File: config.mk
export PLATFORM = sky130hd
export DESIGN_NAME = polygon_halfspace_clipper
export DESIGN_NICKNAME = d
export VERILOG_FILES = /design/src/rtl/core/phc_pkg.sv /design/src/rtl/core/phc_mul.sv /design/src/rtl/core/phc_div.sv /design/src/rtl/core/polygon_halfspace_clipper.sv
export SDC_FILE = /design/constraint.sdc
export NUM_CORES = 2
export LEC_CHECK = 0
export ABC_AREA = 1
export BUFFER_PORTS_ARGS = -buffer_cell sky130_fd_sc_hd__buf_2
export CELL_PAD_IN_SITES_DETAIL_PLACEMENT = 0
export CELL_PAD_IN_SITES_GLOBAL_PLACEMENT = 2
export CORE_MARGIN = 1
export CORE_UTILIZATION = 43
export CTS_BUF_LIST = sky130_fd_sc_hd__clkbuf_8
export CTS_CLUSTER_DIAMETER = 60
export DETAILED_ROUTE_END_ITERATION = 6
export GPL_TIMING_DRIVEN = 0
export PLACE_DENSITY = 0.9
export SYNTH_ARGS = -nofsm -noshare
export SYNTH_HDL_FRONTEND = slang
export SYNTH_HIERARCHICAL = 1
export SYNTH_SLANG_ARGS = --single-unit
File: constraint.sdc
create_clock -name clk -period 36.8 [get_ports clk]
set_clock_uncertainty 0.2 [all_clocks]
set_input_delay 7.36 -clock clk [delete_from_list [all_inputs] [get_ports clk]]
set_output_delay 7.36 -clock clk [all_outputs]
set_load 0.02 [all_outputs]
File: src/rtl/core/phc_pkg.sv
// Package for the polygon half-space clipper.
// Holds register widths, register indexes, sequencer states and divider status.
// No dependencies.
package phc_pkg;

	localparam int NORM_W    = 20;
	localparam int OFF_W     = 32;
	localparam int T_BITS    = 32;
	localparam int T_HALF    = T_BITS / 2;
	localparam int MB_W      = (NORM_W > T_HALF + 1) ? NORM_W : T_HALF + 1;
	localparam int CFG_W     = OFF_W;
	localparam int CFG_IDX_W = 2;
	localparam int CNT_W     = $clog2(T_BITS + 1);

	typedef enum logic [CFG_IDX_W-1:0] {
		REG_NORMAL_X = 2'd0,
		REG_NORMAL_Y = 2'd1,
		REG_OFFSET_B = 2'd2
	} cfg_reg_t;

	typedef enum logic [3:0] {
		S_IDLE,
		S_FSX,
		S_FSY,
		S_FEX,
		S_FEY,
		S_FEND,
		S_DECIDE,
		S_DIV,
		S_LX0,
		S_LX1,
		S_LY0,
		S_LY1,
		S_LEND,
		S_EMIT_I,
		S_EMIT_E,
		S_MARK
	} state_t;

	typedef struct packed {
		logic done;
		logic full;
	} div_stat_t;

endpackage

File: src/rtl/core/phc_mul.sv
// Shared signed multiplier with a registered product.
// Depends on nothing beyond its parameters.
module phc_mul #(
	parameter int A_W = 33,
	parameter int B_W = 20
) (
	input  logic                       clk,
	input  logic signed [A_W-1:0]      a,
	input  logic signed [B_W-1:0]      b,
	output logic signed [A_W+B_W-1:0]  prod
);

	logic signed [A_W+B_W-1:0] prod_q;

	always_ff @(posedge clk) begin
		prod_q <= a * b;
	end

	assign prod = prod_q;

endmodule

File: src/rtl/core/phc_div.sv
// Radix-2 restoring divider for the edge parameter t = num * 2^T_BITS / den.
// Gives a full flag when num >= den. Depends on phc_pkg.
module phc_div #(
	parameter int DW = 41
) (
	input  logic                        clk,
	input  logic                        arst_n,
	input  logic                        start,
	input  logic [DW-1:0]               num,
	input  logic [DW-1:0]               den,
	output logic [phc_pkg::T_BITS-1:0]  quot,
	output phc_pkg::div_stat_t          stat
);
	import phc_pkg::*;

	logic [DW-1:0]     rem_q;
	logic [DW-1:0]     den_q;
	logic [T_BITS-1:0] quo_q;
	logic [CNT_W-1:0]  cnt_q;
	logic              busy_q;
	logic              done_q;
	logic              full_q;
	logic [DW:0]       rem_sh;
	logic [DW:0]       rem_sub;

	assign rem_sh  = {rem_q, 1'b0};
	assign rem_sub = rem_sh - {1'b0, den_q};

	always_ff @(posedge clk or negedge arst_n) begin
		if (!arst_n) begin
			busy_q <= 1'b0;
			done_q <= 1'b0;
			full_q <= 1'b0;
			cnt_q  <= '0;
		end else if (start) begin
			if (num >= den) begin
				full_q <= 1'b1;
				done_q <= 1'b1;
				busy_q <= 1'b0;
			end else begin
				full_q <= 1'b0;
				done_q <= 1'b0;
				busy_q <= 1'b1;
				cnt_q  <= CNT_W'(T_BITS);
			end
		end else if (busy_q) begin
			cnt_q <= cnt_q - 1'b1;
			if (cnt_q == CNT_W'(1)) begin
				busy_q <= 1'b0;
				done_q <= 1'b1;
			end
		end else begin
			done_q <= 1'b0;
		end
	end

	always_ff @(posedge clk) begin
		if (start) begin
			rem_q <= num;
			den_q <= den;
			quo_q <= '0;
		end else if (busy_q) begin
			if (!rem_sub[DW]) begin
				rem_q <= rem_sub[DW-1:0];
				quo_q <= {quo_q[T_BITS-2:0], 1'b1};
			end else begin
				rem_q <= rem_sh[DW-1:0];
				quo_q <= {quo_q[T_BITS-2:0], 1'b0};
			end
		end
	end

	assign quot      = quo_q;
	assign stat.done = done_q;
	assign stat.full = full_q;

endmodule

File: src/rtl/core/polygon_halfspace_clipper.sv
// Top level of the polygon half-space clipper: one Sutherland-Hodgman stage in 2D.
// Sequencer around the shared multiplier (phc_mul) and divider (phc_div); uses phc_pkg.
//
// channel  dir  handshake                    payload
// s_axis   in   s_axis_tvalid/s_axis_tready  tdata {vertex_y, vertex_x}, tlast last_vertex
// m_axis   out  m_axis_tvalid/m_axis_tready  tdata {out_y, out_x}, tuser is_end_marker,
//                                            tlast last_result
// cfg      in   cfg_we                       cfg_index, cfg_wdata
//
// Each edge computes its two clearances on the shared multiplier and loads each result
// into the output register; a crossing edge also runs the radix-2 divider and, unless t
// saturates, the interpolation multiplies. A closing vertex also runs the edge back to
// the first vertex.
// The sequencer accepts no vertex until the last result of the item is in the output
// register; a stalled output holds the sequencer. Reset needs no clearing pass.
module polygon_halfspace_clipper #(
	parameter int COORD_WIDTH = 32,
	parameter int FRAC_BITS   = 16
) (
	input  logic                              clk,
	input  logic                              arst_n,
	input  logic                              s_axis_tvalid,
	output logic                              s_axis_tready,
	// vertex_x, vertex_y, zero fill
	input  logic [((2*COORD_WIDTH+7)/8)*8-1:0] s_axis_tdata,
	input  logic                              s_axis_tlast,
	output logic                              m_axis_tvalid,
	input  logic                              m_axis_tready,
	// out_x, out_y, zero fill
	output logic [((2*COORD_WIDTH+7)/8)*8-1:0] m_axis_tdata,
	// is_end_marker
	output logic                              m_axis_tuser,
	output logic                              m_axis_tlast,
	input  logic                              cfg_we,
	input  logic [phc_pkg::CFG_IDX_W-1:0]     cfg_index,
	input  logic [phc_pkg::CFG_W-1:0]         cfg_wdata
);
	import phc_pkg::*;

	localparam int DATA_W = ((2 * COORD_WIDTH + 7) / 8) * 8;
	localparam int MA_W   = COORD_WIDTH + 1;
	localparam int PROD_W = MA_W + MB_W;
	localparam int CLR_A  = PROD_W - FRAC_BITS + 2;
	localparam int CLR_W  = (CLR_A > OFF_W + 2) ? CLR_A : OFF_W + 2;
	localparam int DW     = CLR_W + 1;

	state_t state_q, state_d;

	logic signed [NORM_W-1:0]      nx_q, ny_q;
	logic signed [OFF_W-1:0]       off_q;
	logic                          mid_q, last_q, closing_q;
	logic signed [COORD_WIDTH-1:0] first_x_q, first_y_q, prev_x_q, prev_y_q;
	logic signed [COORD_WIDTH-1:0] cx_q, cy_q, sx_q, sy_q, ex_q, ey_q, ix_q, iy_q;
	logic signed [CLR_W-1:0]       fa_q, fs_q, fe_q, term;
	logic signed [PROD_W-1:0]      lacc_q;

	logic                          out_valid_q, out_end_q, out_last_q;
	logic signed [COORD_WIDTH-1:0] out_x_q, out_y_q;
	logic signed [COORD_WIDTH-1:0] emit_x, emit_y, lerp_c;
	logic                          emit_end, emit_last;

	logic signed [MA_W-1:0]        mul_a, dx, dy;
	logic signed [MB_W-1:0]        mul_b, t_lo, t_hi;
	logic signed [PROD_W-1:0]      prod;
	logic signed [PROD_W:0]        lsum, lsh;

	logic signed [DW-1:0]          fs_ext, diff;
	logic [DW-1:0]                 div_num, div_den;
	logic [T_BITS-1:0]             t_quot;
	div_stat_t                     div_stat;

	logic in_fire, load_ok, out_load, edge_end, div_start, s_in, e_in;
	state_t next_after;

	assign in_fire  = s_axis_tvalid && s_axis_tready;
	assign load_ok  = !out_valid_q || m_axis_tready;
	assign s_in     = !fs_q[CLR_W-1];
	assign e_in     = !fe_q[CLR_W-1];

	assign term     = CLR_W'(prod >>> FRAC_BITS);
	assign dx       = MA_W'(ex_q) - MA_W'(sx_q);
	assign dy       = MA_W'(ey_q) - MA_W'(sy_q);
	assign t_lo     = $signed(MB_W'({1'b0, t_quot[T_HALF-1:0]}));
	assign t_hi     = $signed(MB_W'({1'b0, t_quot[T_BITS-1:T_HALF]}));
	assign lsum     = (PROD_W + 1)'(prod) + (PROD_W + 1)'(lacc_q);
	assign lsh      = lsum >>> T_HALF;

	assign fs_ext   = DW'(fs_q);
	assign diff     = fs_ext - DW'(fe_q);
	assign div_num  = fs_ext[DW-1] ? DW'(-fs_ext) : DW'(fs_ext);
	assign div_den  = diff[DW-1] ? DW'(-diff) : DW'(diff);

	phc_mul #(.A_W(MA_W), .B_W(MB_W)) u_mul (
		.clk  (clk),
		.a    (mul_a),
		.b    (mul_b),
		.prod (prod)
	);

	phc_div #(.DW(DW)) u_div (
		.clk    (clk),
		.arst_n (arst_n),
		.start  (div_start),
		.num    (div_num),
		.den    (div_den),
		.quot   (t_quot),
		.stat   (div_stat)
	);

	always_ff @(posedge clk or negedge arst_n) begin
		if (!arst_n) begin
			state_q <= S_IDLE;
		end else begin
			state_q <= state_d;
		end
	end

	always_comb begin
		state_d    = state_q;
		mul_a      = '0;
		mul_b      = '0;
		out_load   = 1'b0;
		edge_end   = 1'b0;
		div_start  = 1'b0;
		emit_x     = ex_q;
		emit_y     = ey_q;
		emit_end   = 1'b0;
		emit_last  = !last_q;
		next_after = closing_q ? S_FSX : (last_q ? S_MARK : S_IDLE);
		unique case (state_q)
			S_IDLE: begin
				if (in_fire && (mid_q || s_axis_tlast)) begin
					state_d = S_FSX;
				end
			end
			S_FSX: begin
				mul_a   = MA_W'(sx_q);
				mul_b   = MB_W'(nx_q);
				state_d = S_FSY;
			end
			S_FSY: begin
				mul_a   = MA_W'(sy_q);
				mul_b   = MB_W'(ny_q);
				state_d = S_FEX;
			end
			S_FEX: begin
				mul_a   = MA_W'(ex_q);
				mul_b   = MB_W'(nx_q);
				state_d = S_FEY;
			end
			S_FEY: begin
				mul_a   = MA_W'(ey_q);
				mul_b   = MB_W'(ny_q);
				state_d = S_FEND;
			end
			S_FEND: begin
				state_d = S_DECIDE;
			end
			S_DECIDE: begin
				if (s_in != e_in) begin
					div_start = 1'b1;
					state_d   = S_DIV;
				end else if (e_in) begin
					state_d = S_EMIT_E;
				end else begin
					edge_end = 1'b1;
					state_d  = next_after;
				end
			end
			S_DIV: begin
				if (div_stat.done) begin
					state_d = div_stat.full ? S_EMIT_I : S_LX0;
				end
			end
			S_LX0: begin
				mul_a   = dx;
				mul_b   = t_lo;
				state_d = S_LX1;
			end
			S_LX1: begin
				mul_a   = dx;
				mul_b   = t_hi;
				state_d = S_LY0;
			end
			S_LY0: begin
				mul_a   = dy;
				mul_b   = t_lo;
				state_d = S_LY1;
			end
			S_LY1: begin
				mul_a   = dy;
				mul_b   = t_hi;
				state_d = S_LEND;
			end
			S_LEND: begin
				state_d = S_EMIT_I;
			end
			S_EMIT_I: begin
				emit_x    = ix_q;
				emit_y    = iy_q;
				emit_last = !last_q && !e_in;
				if (load_ok) begin
					out_load = 1'b1;
					if (e_in) begin
						state_d = S_EMIT_E;
					end else begin
						edge_end = 1'b1;
						state_d  = next_after;
					end
				end
			end
			S_EMIT_E: begin
				if (load_ok) begin
					out_load = 1'b1;
					edge_end = 1'b1;
					state_d  = next_after;
				end
			end
			S_MARK: begin
				emit_x    = '0;
				emit_y    = '0;
				emit_end  = 1'b1;
				emit_last = 1'b1;
				if (load_ok) begin
					out_load = 1'b1;
					state_d  = S_IDLE;
				end
			end
			default: begin
				state_d = S_IDLE;
			end
		endcase
	end

	always_ff @(posedge clk or negedge arst_n) begin
		if (!arst_n) begin
			nx_q  <= NORM_W'(65536);
			ny_q  <= '0;
			off_q <= '0;
		end else if (cfg_we) begin
			unique case (cfg_index)
				REG_NORMAL_X: nx_q  <= cfg_wdata[NORM_W-1:0];
				REG_NORMAL_Y: ny_q  <= cfg_wdata[NORM_W-1:0];
				REG_OFFSET_B: off_q <= cfg_wdata[OFF_W-1:0];
				default: ;
			endcase
		end
	end

	always_ff @(posedge clk or negedge arst_n) begin
		if (!arst_n) begin
			mid_q       <= 1'b0;
			last_q      <= 1'b0;
			closing_q   <= 1'b0;
			out_valid_q <= 1'b0;
		end else begin
			if (in_fire) begin
				mid_q     <= !s_axis_tlast;
				last_q    <= s_axis_tlast;
				closing_q <= mid_q && s_axis_tlast;
			end else if (edge_end && closing_q) begin
				closing_q <= 1'b0;
			end
			if (out_load) begin
				out_valid_q <= 1'b1;
			end else if (m_axis_tready) begin
				out_valid_q <= 1'b0;
			end
		end
	end

	assign lerp_c = COORD_WIDTH'(lsh[COORD_WIDTH-1:0]);

	always_ff @(posedge clk) begin
		if (in_fire) begin
			cx_q     <= s_axis_tdata[COORD_WIDTH-1:0];
			cy_q     <= s_axis_tdata[2*COORD_WIDTH-1:COORD_WIDTH];
			prev_x_q <= s_axis_tdata[COORD_WIDTH-1:0];
			prev_y_q <= s_axis_tdata[2*COORD_WIDTH-1:COORD_WIDTH];
			ex_q     <= s_axis_tdata[COORD_WIDTH-1:0];
			ey_q     <= s_axis_tdata[2*COORD_WIDTH-1:COORD_WIDTH];
			if (mid_q) begin
				sx_q <= prev_x_q;
				sy_q <= prev_y_q;
			end else begin
				sx_q      <= s_axis_tdata[COORD_WIDTH-1:0];
				sy_q      <= s_axis_tdata[2*COORD_WIDTH-1:COORD_WIDTH];
				first_x_q <= s_axis_tdata[COORD_WIDTH-1:0];
				first_y_q <= s_axis_tdata[2*COORD_WIDTH-1:COORD_WIDTH];
			end
		end else if (edge_end && closing_q) begin
			sx_q <= cx_q;
			sy_q <= cy_q;
			ex_q <= first_x_q;
			ey_q <= first_y_q;
		end
		case (state_q)
			S_FSY:  fa_q <= term - CLR_W'(off_q);
			S_FEX:  fs_q <= fa_q + term;
			S_FEY:  fa_q <= term - CLR_W'(off_q);
			S_FEND: fe_q <= fa_q + term;
			S_DIV: begin
				if (div_stat.done && div_stat.full) begin
					ix_q <= ex_q;
					iy_q <= ey_q;
				end
			end
			S_LX1:  lacc_q <= prod >>> T_HALF;
			S_LY0:  ix_q   <= sx_q + lerp_c;
			S_LY1:  lacc_q <= prod >>> T_HALF;
			S_LEND: iy_q   <= sy_q + lerp_c;
			default: ;
		endcase
		if (out_load) begin
			out_x_q    <= emit_x;
			out_y_q    <= emit_y;
			out_end_q  <= emit_end;
			out_last_q <= emit_last;
		end
	end

	assign s_axis_tready = (state_q == S_IDLE);
	assign m_axis_tvalid = out_valid_q;
	assign m_axis_tdata  = DATA_W'({out_y_q, out_x_q});
	assign m_axis_tuser  = out_end_q;
	assign m_axis_tlast  = out_last_q;

	a_div_done_in_wait: assert property (@(posedge clk) disable iff (!arst_n)
		div_stat.done |-> state_q == S_DIV)
		else $error("divider finished outside its wait state");

	a_marker_form: assert property (@(posedge clk) disable iff (!arst_n)
		m_axis_tvalid && m_axis_tuser |-> m_axis_tlast && m_axis_tdata == '0)
		else $error("end marker without zero coordinates or last flag");

	a_marker_closes: assert property (@(posedge clk) disable iff (!arst_n)
		state_q == S_MARK |-> !mid_q && last_q && !closing_q)
		else $error("end marker while polygon still open");

	a_accept_idle_out: assert property (@(posedge clk) disable iff (!arst_n)
		out_load |-> state_q != S_IDLE && !in_fire)
		else $error("result loaded while taking a vertex");

endmodule
== Word level (Yosys, flattened, before mapping) ==
Index checks and enable logic that the tools add are counted.

* Input bits: 104
* Output and inout bits: 68
* Flip-flop bits (word level): 794
* Logic and storage cells: 171

* Add/subtract/negate cells: 12
* Reductions and logical operators: 35
* Mux-type cells: 60
* $lt $le $gt $ge: 1
* Bitwise operators: 1
* Multipliers: 1
* Eq/ne operators: 27

{| class="wikitable"
|+ Operators with widths
! operator !! number
|-
| 32-bit 2-to-1 mux || 12
|-
| 32-bit case mux with 2 select lines || 4
|-
| 40-bit 2-to-1 mux || 5
|-
| 33-bit case mux with 6 select lines || 1
|-
| 20-bit case mux with 4 select lines || 1
|-
| 32-bit by 32-bit subtractor with 33-bit output || 2
|-
| 32-bit adder || 2
|-
| 4-bit case mux with 16 select lines || 1
|-
| 33-bit by 20-bit multiplier with 53-bit output || 1
|-
| 48-bit by 37-bit adder with 48-bit output || 1
|-
| 41-bit by 40-bit subtractor with 41-bit output || 1
|-
| 40-bit >= comparator || 1
|-
| 39-bit negator with 40-bit output || 1
|-
| 40-bit negator || 1
|-
| 39-bit by 39-bit subtractor with 40-bit output || 1
|-
| 39-bit by 37-bit adder with 39-bit output || 1
|-
| 37-bit by 32-bit subtractor with 38-bit output || 1
|-
| 4-bit 2-to-1 mux || 9
|-
| 4-bit == test (second input constant) || 8
|-
| 1-bit 2-to-1 mux || 21
|-
| 6-bit 2-to-1 mux || 3
|-
| 4-bit by 3-bit == test with 1-bit output (second input constant) || 4
|-
| 2-bit AND reduction || 7
|-
| 2-bit OR reduction || 6
|-
| other kinds (22) || 42
|}

== Logic depth before layout (Yosys ltp) ==
* Depth in word-level cells: 7
* Mapped depth: 47
* Depth with buffers taken out: 46

== Cells and area by module ==
The synthesis kept the hierarchy.

{| class="wikitable"
|+ By module, submodules not included
! module !! instances !! cells each !! area each (um2)
|-
| polygon_halfspace_clipper || 1 || 5445 || 43148.9
|-
| phc_mul || 1 || 3589 || 26674.3
|-
| phc_div || 1 || 1358 || 9405.3
|}

== Worst setup path before layout ==
OpenSTA, ideal clock, no wires.

* Kind: in2reg
* Start: in m_axis_tready
* End: reg closing_q
* Path slack: 16113 ps
* Buffers on the path: 0
* Arrival time: 19950 ps
* Cell stages on the path: 5
* Cells stage by stage: nor2_1 nor2_1 a32oi_1 o21ai_0 o21ai_0

* Longest elaborated chain between the ends: 5
* Elaborated cells on any way between the ends: 6

{| class="wikitable"
|+ RTL lines
! element !! line !! RTL
|-
| from (decl) || polygon_halfspace_clipper.sv:28 || <nowiki>input logic m_axis_tready,</nowiki>
|-
| 1-bit logical OR (*) || polygon_halfspace_clipper.sv:76 || <nowiki>assign load_ok = !out_valid_q || m_axis_tready;</nowiki>
|-
| 1-bit 2-to-1 mux (on tied branches) || polygon_halfspace_clipper.sv:213, polygon_halfspace_clipper.sv:202 ||
|-
| 1-bit case mux with 3 select lines (*) || polygon_halfspace_clipper.sv:130 || <nowiki>unique case (state_q)</nowiki>
|-
| 1-bit logical AND (*) || polygon_halfspace_clipper.sv:261 || <nowiki>end else if (edge_end && closing_q) begin</nowiki>
|-
| 2-bit nonzero test (no source line) (*) || n/a ||
|-
| to (signal assigned) || polygon_halfspace_clipper.sv:260 || <nowiki>closing_q <= mid_q && s_axis_tlast;</nowiki>
|-
| to (decl) || polygon_halfspace_clipper.sv:51 || <nowiki>logic mid_q, last_q, closing_q;</nowiki>
|}

Mark *: on every way between the ends. The rest lies on a longest branch, timed or not.
A chain may end at the register's enable or synchronous reset.

== Worst setup path after layout ==
* Start: reg ex_q[0]
* End: reg u_mul.prod_q[49], in the netlist u_mul/prod[49]

* Longest elaborated chain between the ends: 3

{| class="wikitable"
|+ RTL lines
! element !! line !! RTL
|-
| from (decl) || polygon_halfspace_clipper.sv:53 || <nowiki>logic signed [COORD_WIDTH-1:0] cx_q, cy_q, sx_q, sy_q, ex_q, ey_q, ix_q, iy_q;</nowiki>
|-
| from (signal assigned) || polygon_halfspace_clipper.sv:280 || <nowiki>ex_q <= s_axis_tdata[COORD_WIDTH-1:0];</nowiki>
|-
| from (signal assigned) || polygon_halfspace_clipper.sv:294 || <nowiki>ex_q <= first_x_q;</nowiki>
|-
| 32-bit by 32-bit subtractor with 33-bit output || polygon_halfspace_clipper.sv:81 || <nowiki>assign dx = MA_W'(ex_q) - MA_W'(sx_q);</nowiki>
|-
| 33-bit case mux with 6 select lines || polygon_halfspace_clipper.sv:130 ||
|-
| via mul_a[32] || polygon_halfspace_clipper.sv:62 || <nowiki>logic signed [MA_W-1:0] mul_a, dx, dy;</nowiki>
|-
| 33-bit by 20-bit multiplier with 53-bit output || phc_mul.sv:16 || <nowiki>prod_q <= a * b;</nowiki>
|-
| to (signal assigned) || phc_mul.sv:16 ||
|-
| to (decl) || phc_mul.sv:13 || <nowiki>logic signed [A_W+B_W-1:0] prod_q;</nowiki>
|}

The timed path passes the listed nets, and every way through them passes these cells.

==> flow_summary.toml <==
[clock_tree]
clkSlewWorstSetupHoldPaths_ns = 0.06
cts_made_buffers = 149
cts.sinks = 793
post-cts-setup-buffers = 0
cts_root_buf = "clkbuf_8"
clk_latency_ns = 0.96
clock_path_buffers = 3
ctsResizeCount = 0
ctsHoldBuffers = 0
cts_tree = "built"
htreeDepth = 4

[worst_setup_path]
cpMostUsedCell = "nand2_1"
crit_start = "ex_q[0]"
worstPathArrival_ns = 12.08
worst_r2r_path_depth = 37
endpoint = "u_mul/prod[49]"
crit_path_max_fanout = 10
critical_path_class = "reg2reg"
rrSetupSlack_ns = 25.32
critPathLaunchType = "flip-flop"
worst-path-buf-inv = 7
slowest_stage = "fa_1"
r2r-start = "ex_q[0]"
crit_path_max_incr_delay_ns = 1.04
required_ns = 37.40
worstReg2RegEnd = "u_mul/prod[49]"
crit_cells = 37
critPathCaptureType = "flip-flop"
cp_top_family = "adder cells"

[floorplanning]
dieArea_sq_um = 186000
rows = 157
io_pins = 172
die_x_um = 431
coreArea_sq_um = 183000
dieHeight_um = 431
start_util_pct = 43.3

[place]
routabilityCongestion = 1.00
port_buffers = 171
dp_hpwl_um = 265000

[sta]
fin_crit_ns = 11.48
rsz0062_at_grt = "no"
slew_headroom_pct = 8.59
finalSetupViolations = 0
fin_setup_tns_ns = 0
hold_violations = 0
tightestPinTransition_ns = 1.37
final_min_period_over_clock_period_pct = 31.2
drv_slew = 0
fmaxAchievable_ghz = 0.0871

[logic_synthesis]
synth-edff-count = 619
synthTopCellsByArea = "edfxtp_1 23%, fa_1 17%, nand2_1 14%"
synth_area_leader_cell = "edfxtp_1"
synth_cell_types = 74
synth_seq_area_share_pct = 28.4
synth-seq-cells = 793
synth_top_area_share_pct = 23.5
netlist_area_sq_um = 79200
async_reset_ff_share_pct = 11.2
ys.flop_type = "edfxtp_1"
synth.yosys.warnings = 6
syn_area_per_cell_sq_um = 7.62
syn_inst = 10392

[global_routing]
grt_first_pass_wirelength_um = 456000
antenna_found_initial = 9
gr-usage-all-layers_pct = 33.7
gr-total-overflow = 0
grt_pass1_vias = 69310
grt_max_degree = 62

[detailed_routing]
drc = 0
vias = 69856
dr.first_iter.drc_count = 5672
wl_um = 315000
viasPerCell = 5.24
antenna_left = 0
dr.pass1.iters = 6
detail_route.wl_per_cell_um = 23.6

[flow_run]
cap_violations = 0

[run_status]
run_status = "finished, final reports clean"

[layout]
drive_above_1_share_pct = 5.60
fin_nets = 12011
area.growth.synth_to_final_pct = 9.49

[min_path]
min_path_type = "reg2reg"
hold_depth = 2
## Yosys cell counts (all sizes together) (10+ instances only)
cell type and instances:
xnor2 105, nor4 27, a21o 13, buf 32, nand2 3029, a21boi 18
a221oi 32, or2 34, dfxtp 85, a31oi 52, o21ai 462, nand4 78
a21oi 497, clkbuf 236, edfxtp 619, xor2 172, ha 513, a22oi 21
nor2 661, nand3 385, nor3 59, dfrtp 88, nand3b 22, o21a 35
o211ai 26, o221ai 10, o21bai 37, fa 662, inv 2269, o22ai 63
## stage by stage
step	hold WS, ns	instance area, sq um	worst slack, ns	utilization, %	instances
floorplan	0.238	79200	16.11	-	10393
global route	0.308	86700	24.80	47.4	13319
detailed placement	0.273	83600	25.56	45.7	13045
CTS	0.265	86700	25.58	47.4	13315
global placement	0.267	83200	9.85	45.4	13028
finish	0.274	86700	25.32	47.4	13322
## area by class of cell
| cell class | instances | area [sq um] |
|---|---|---|
| Antenna cell | 7 | 17.5 |
| Buffer | 268 | 1100 |
| Clock buffer | 162 | 2230 |
| Clock inverter | 108 | 866 |
| Fill cell | 18761 | 96300 |
| Inverter | 2274 | 8540 |
| Multi-Input combinational cell | 7058 | 47200 |
| Sequential cell | 793 | 22500 |
| Tap cell | 2464 | 3080 |
| Timing Repair Buffer | 188 | 1240 |
## layout by cell type (no fill, tap or decap), types with 10 or more instances in the layout
cell / instances
buf_2: 182
xnor2_1: 103
ha_1: 513
nor4_1: 26
o21a_1: 35
or2_2: 33
buf_12: 12
nand2_2: 56
nand3_1: 378
bufinv_16: 10
inv_1: 2293
nand3b_1: 22
clkbuf_1: 232
nor2_4: 12
xor2_1: 172
fa_1: 662
o21ai_0: 447
o21ai_1: 11
nand4_1: 78
clkinv_2: 16
inv_2: 13
dfrtp_1: 88
o22ai_1: 63
edfxtp_1: 619
o221ai_1: 10
nor2_2: 21
a21oi_1: 489
a31oi_1: 52
nand2_1: 2964
clkbuf_8: 162
dfxtp_1: 85
a21boi_0: 17
a221oi_1: 32
o21bai_1: 36
a22oi_1: 21
nor3_1: 50
clkinv_1: 26
a21o_1: 13
o211ai_1: 25
nor2_1: 628
## kinds of logic (layout without fill, tap and decap cells)
group / count (synthesis) / in the layout / synth area share (%)
compound gates: 1298 / 1298 / 9.27
xor+xnor: 277 / 277 / 3.08
fa+ha+maj: 1175 / 1175 / 24.8
flops: 793 / 793 / 28.4
other cells: 1 / 9 / 0.00473
buf+inv: 2542 / 3000 / 12.1
simple gates: 4306 / 4306 / 22.2
## worst min-delay path by stage
stage / startpoint / to / slack [ns]
CTS: u_div/quot[12] / u_div/quot[13] / 0.26
global placement: nx_q[12] / nx_q[12] / 0.27
finish: u_div/quot[12] / u_div/quot[13] / 0.27
detailed placement: ny_q[3] / ny_q[3] / 0.27
floorplan: u_mul/prod[48] / lacc_q[32] / 0.24
global route: u_div/quot[26] / u_div/quot[27] / 0.31
## routing by layer
layer  global-route usage, %  up-vias  share of wire (%)
met1                    42.1    33866                 41
met5                       0        -             0.0038
met2                    56.3     2378                 47
li1                        -    33050                  -
met3                    5.80      560                6.7
met4                    16.4        2                5.5
## tightest hold or removal path: cells and delay by family (launching register included)
family | cells | cell delay [ns]
AOI/OAI and AO/OA | 1 | 0.07
buffers and inverters | 1 | 0.06
DFF | 1 | 0.31
## registers in the layout (all words and copies together) (netlist names), 20 cells and up
| register | count |
|---|---|
| out_x_q | 32 |
| ex_q | 32 |
| fa_q | 38 |
| cx_q | 32 |
| u_div/den_q | 40 |
| off_q | 32 |
| u_mul/prod | 53 |
| sy_q | 32 |
| ey_q | 32 |
| ny_q | 20 |
| sx_q | 32 |
| first_y_q | 32 |
| out_y_q | 32 |
| lacc_q | 37 |
| iy_q | 32 |
| fs_q | 39 |
| first_x_q | 32 |
| ix_q | 32 |
| u_div/quot | 32 |
| fe_q | 39 |
| cy_q | 32 |
| u_div/rem_q | 40 |
| nx_q | 20 |
Power is left out: the tool's default activity adds up to more than one toggle a clock period on the data nets, which glitch-free logic cannot reach.
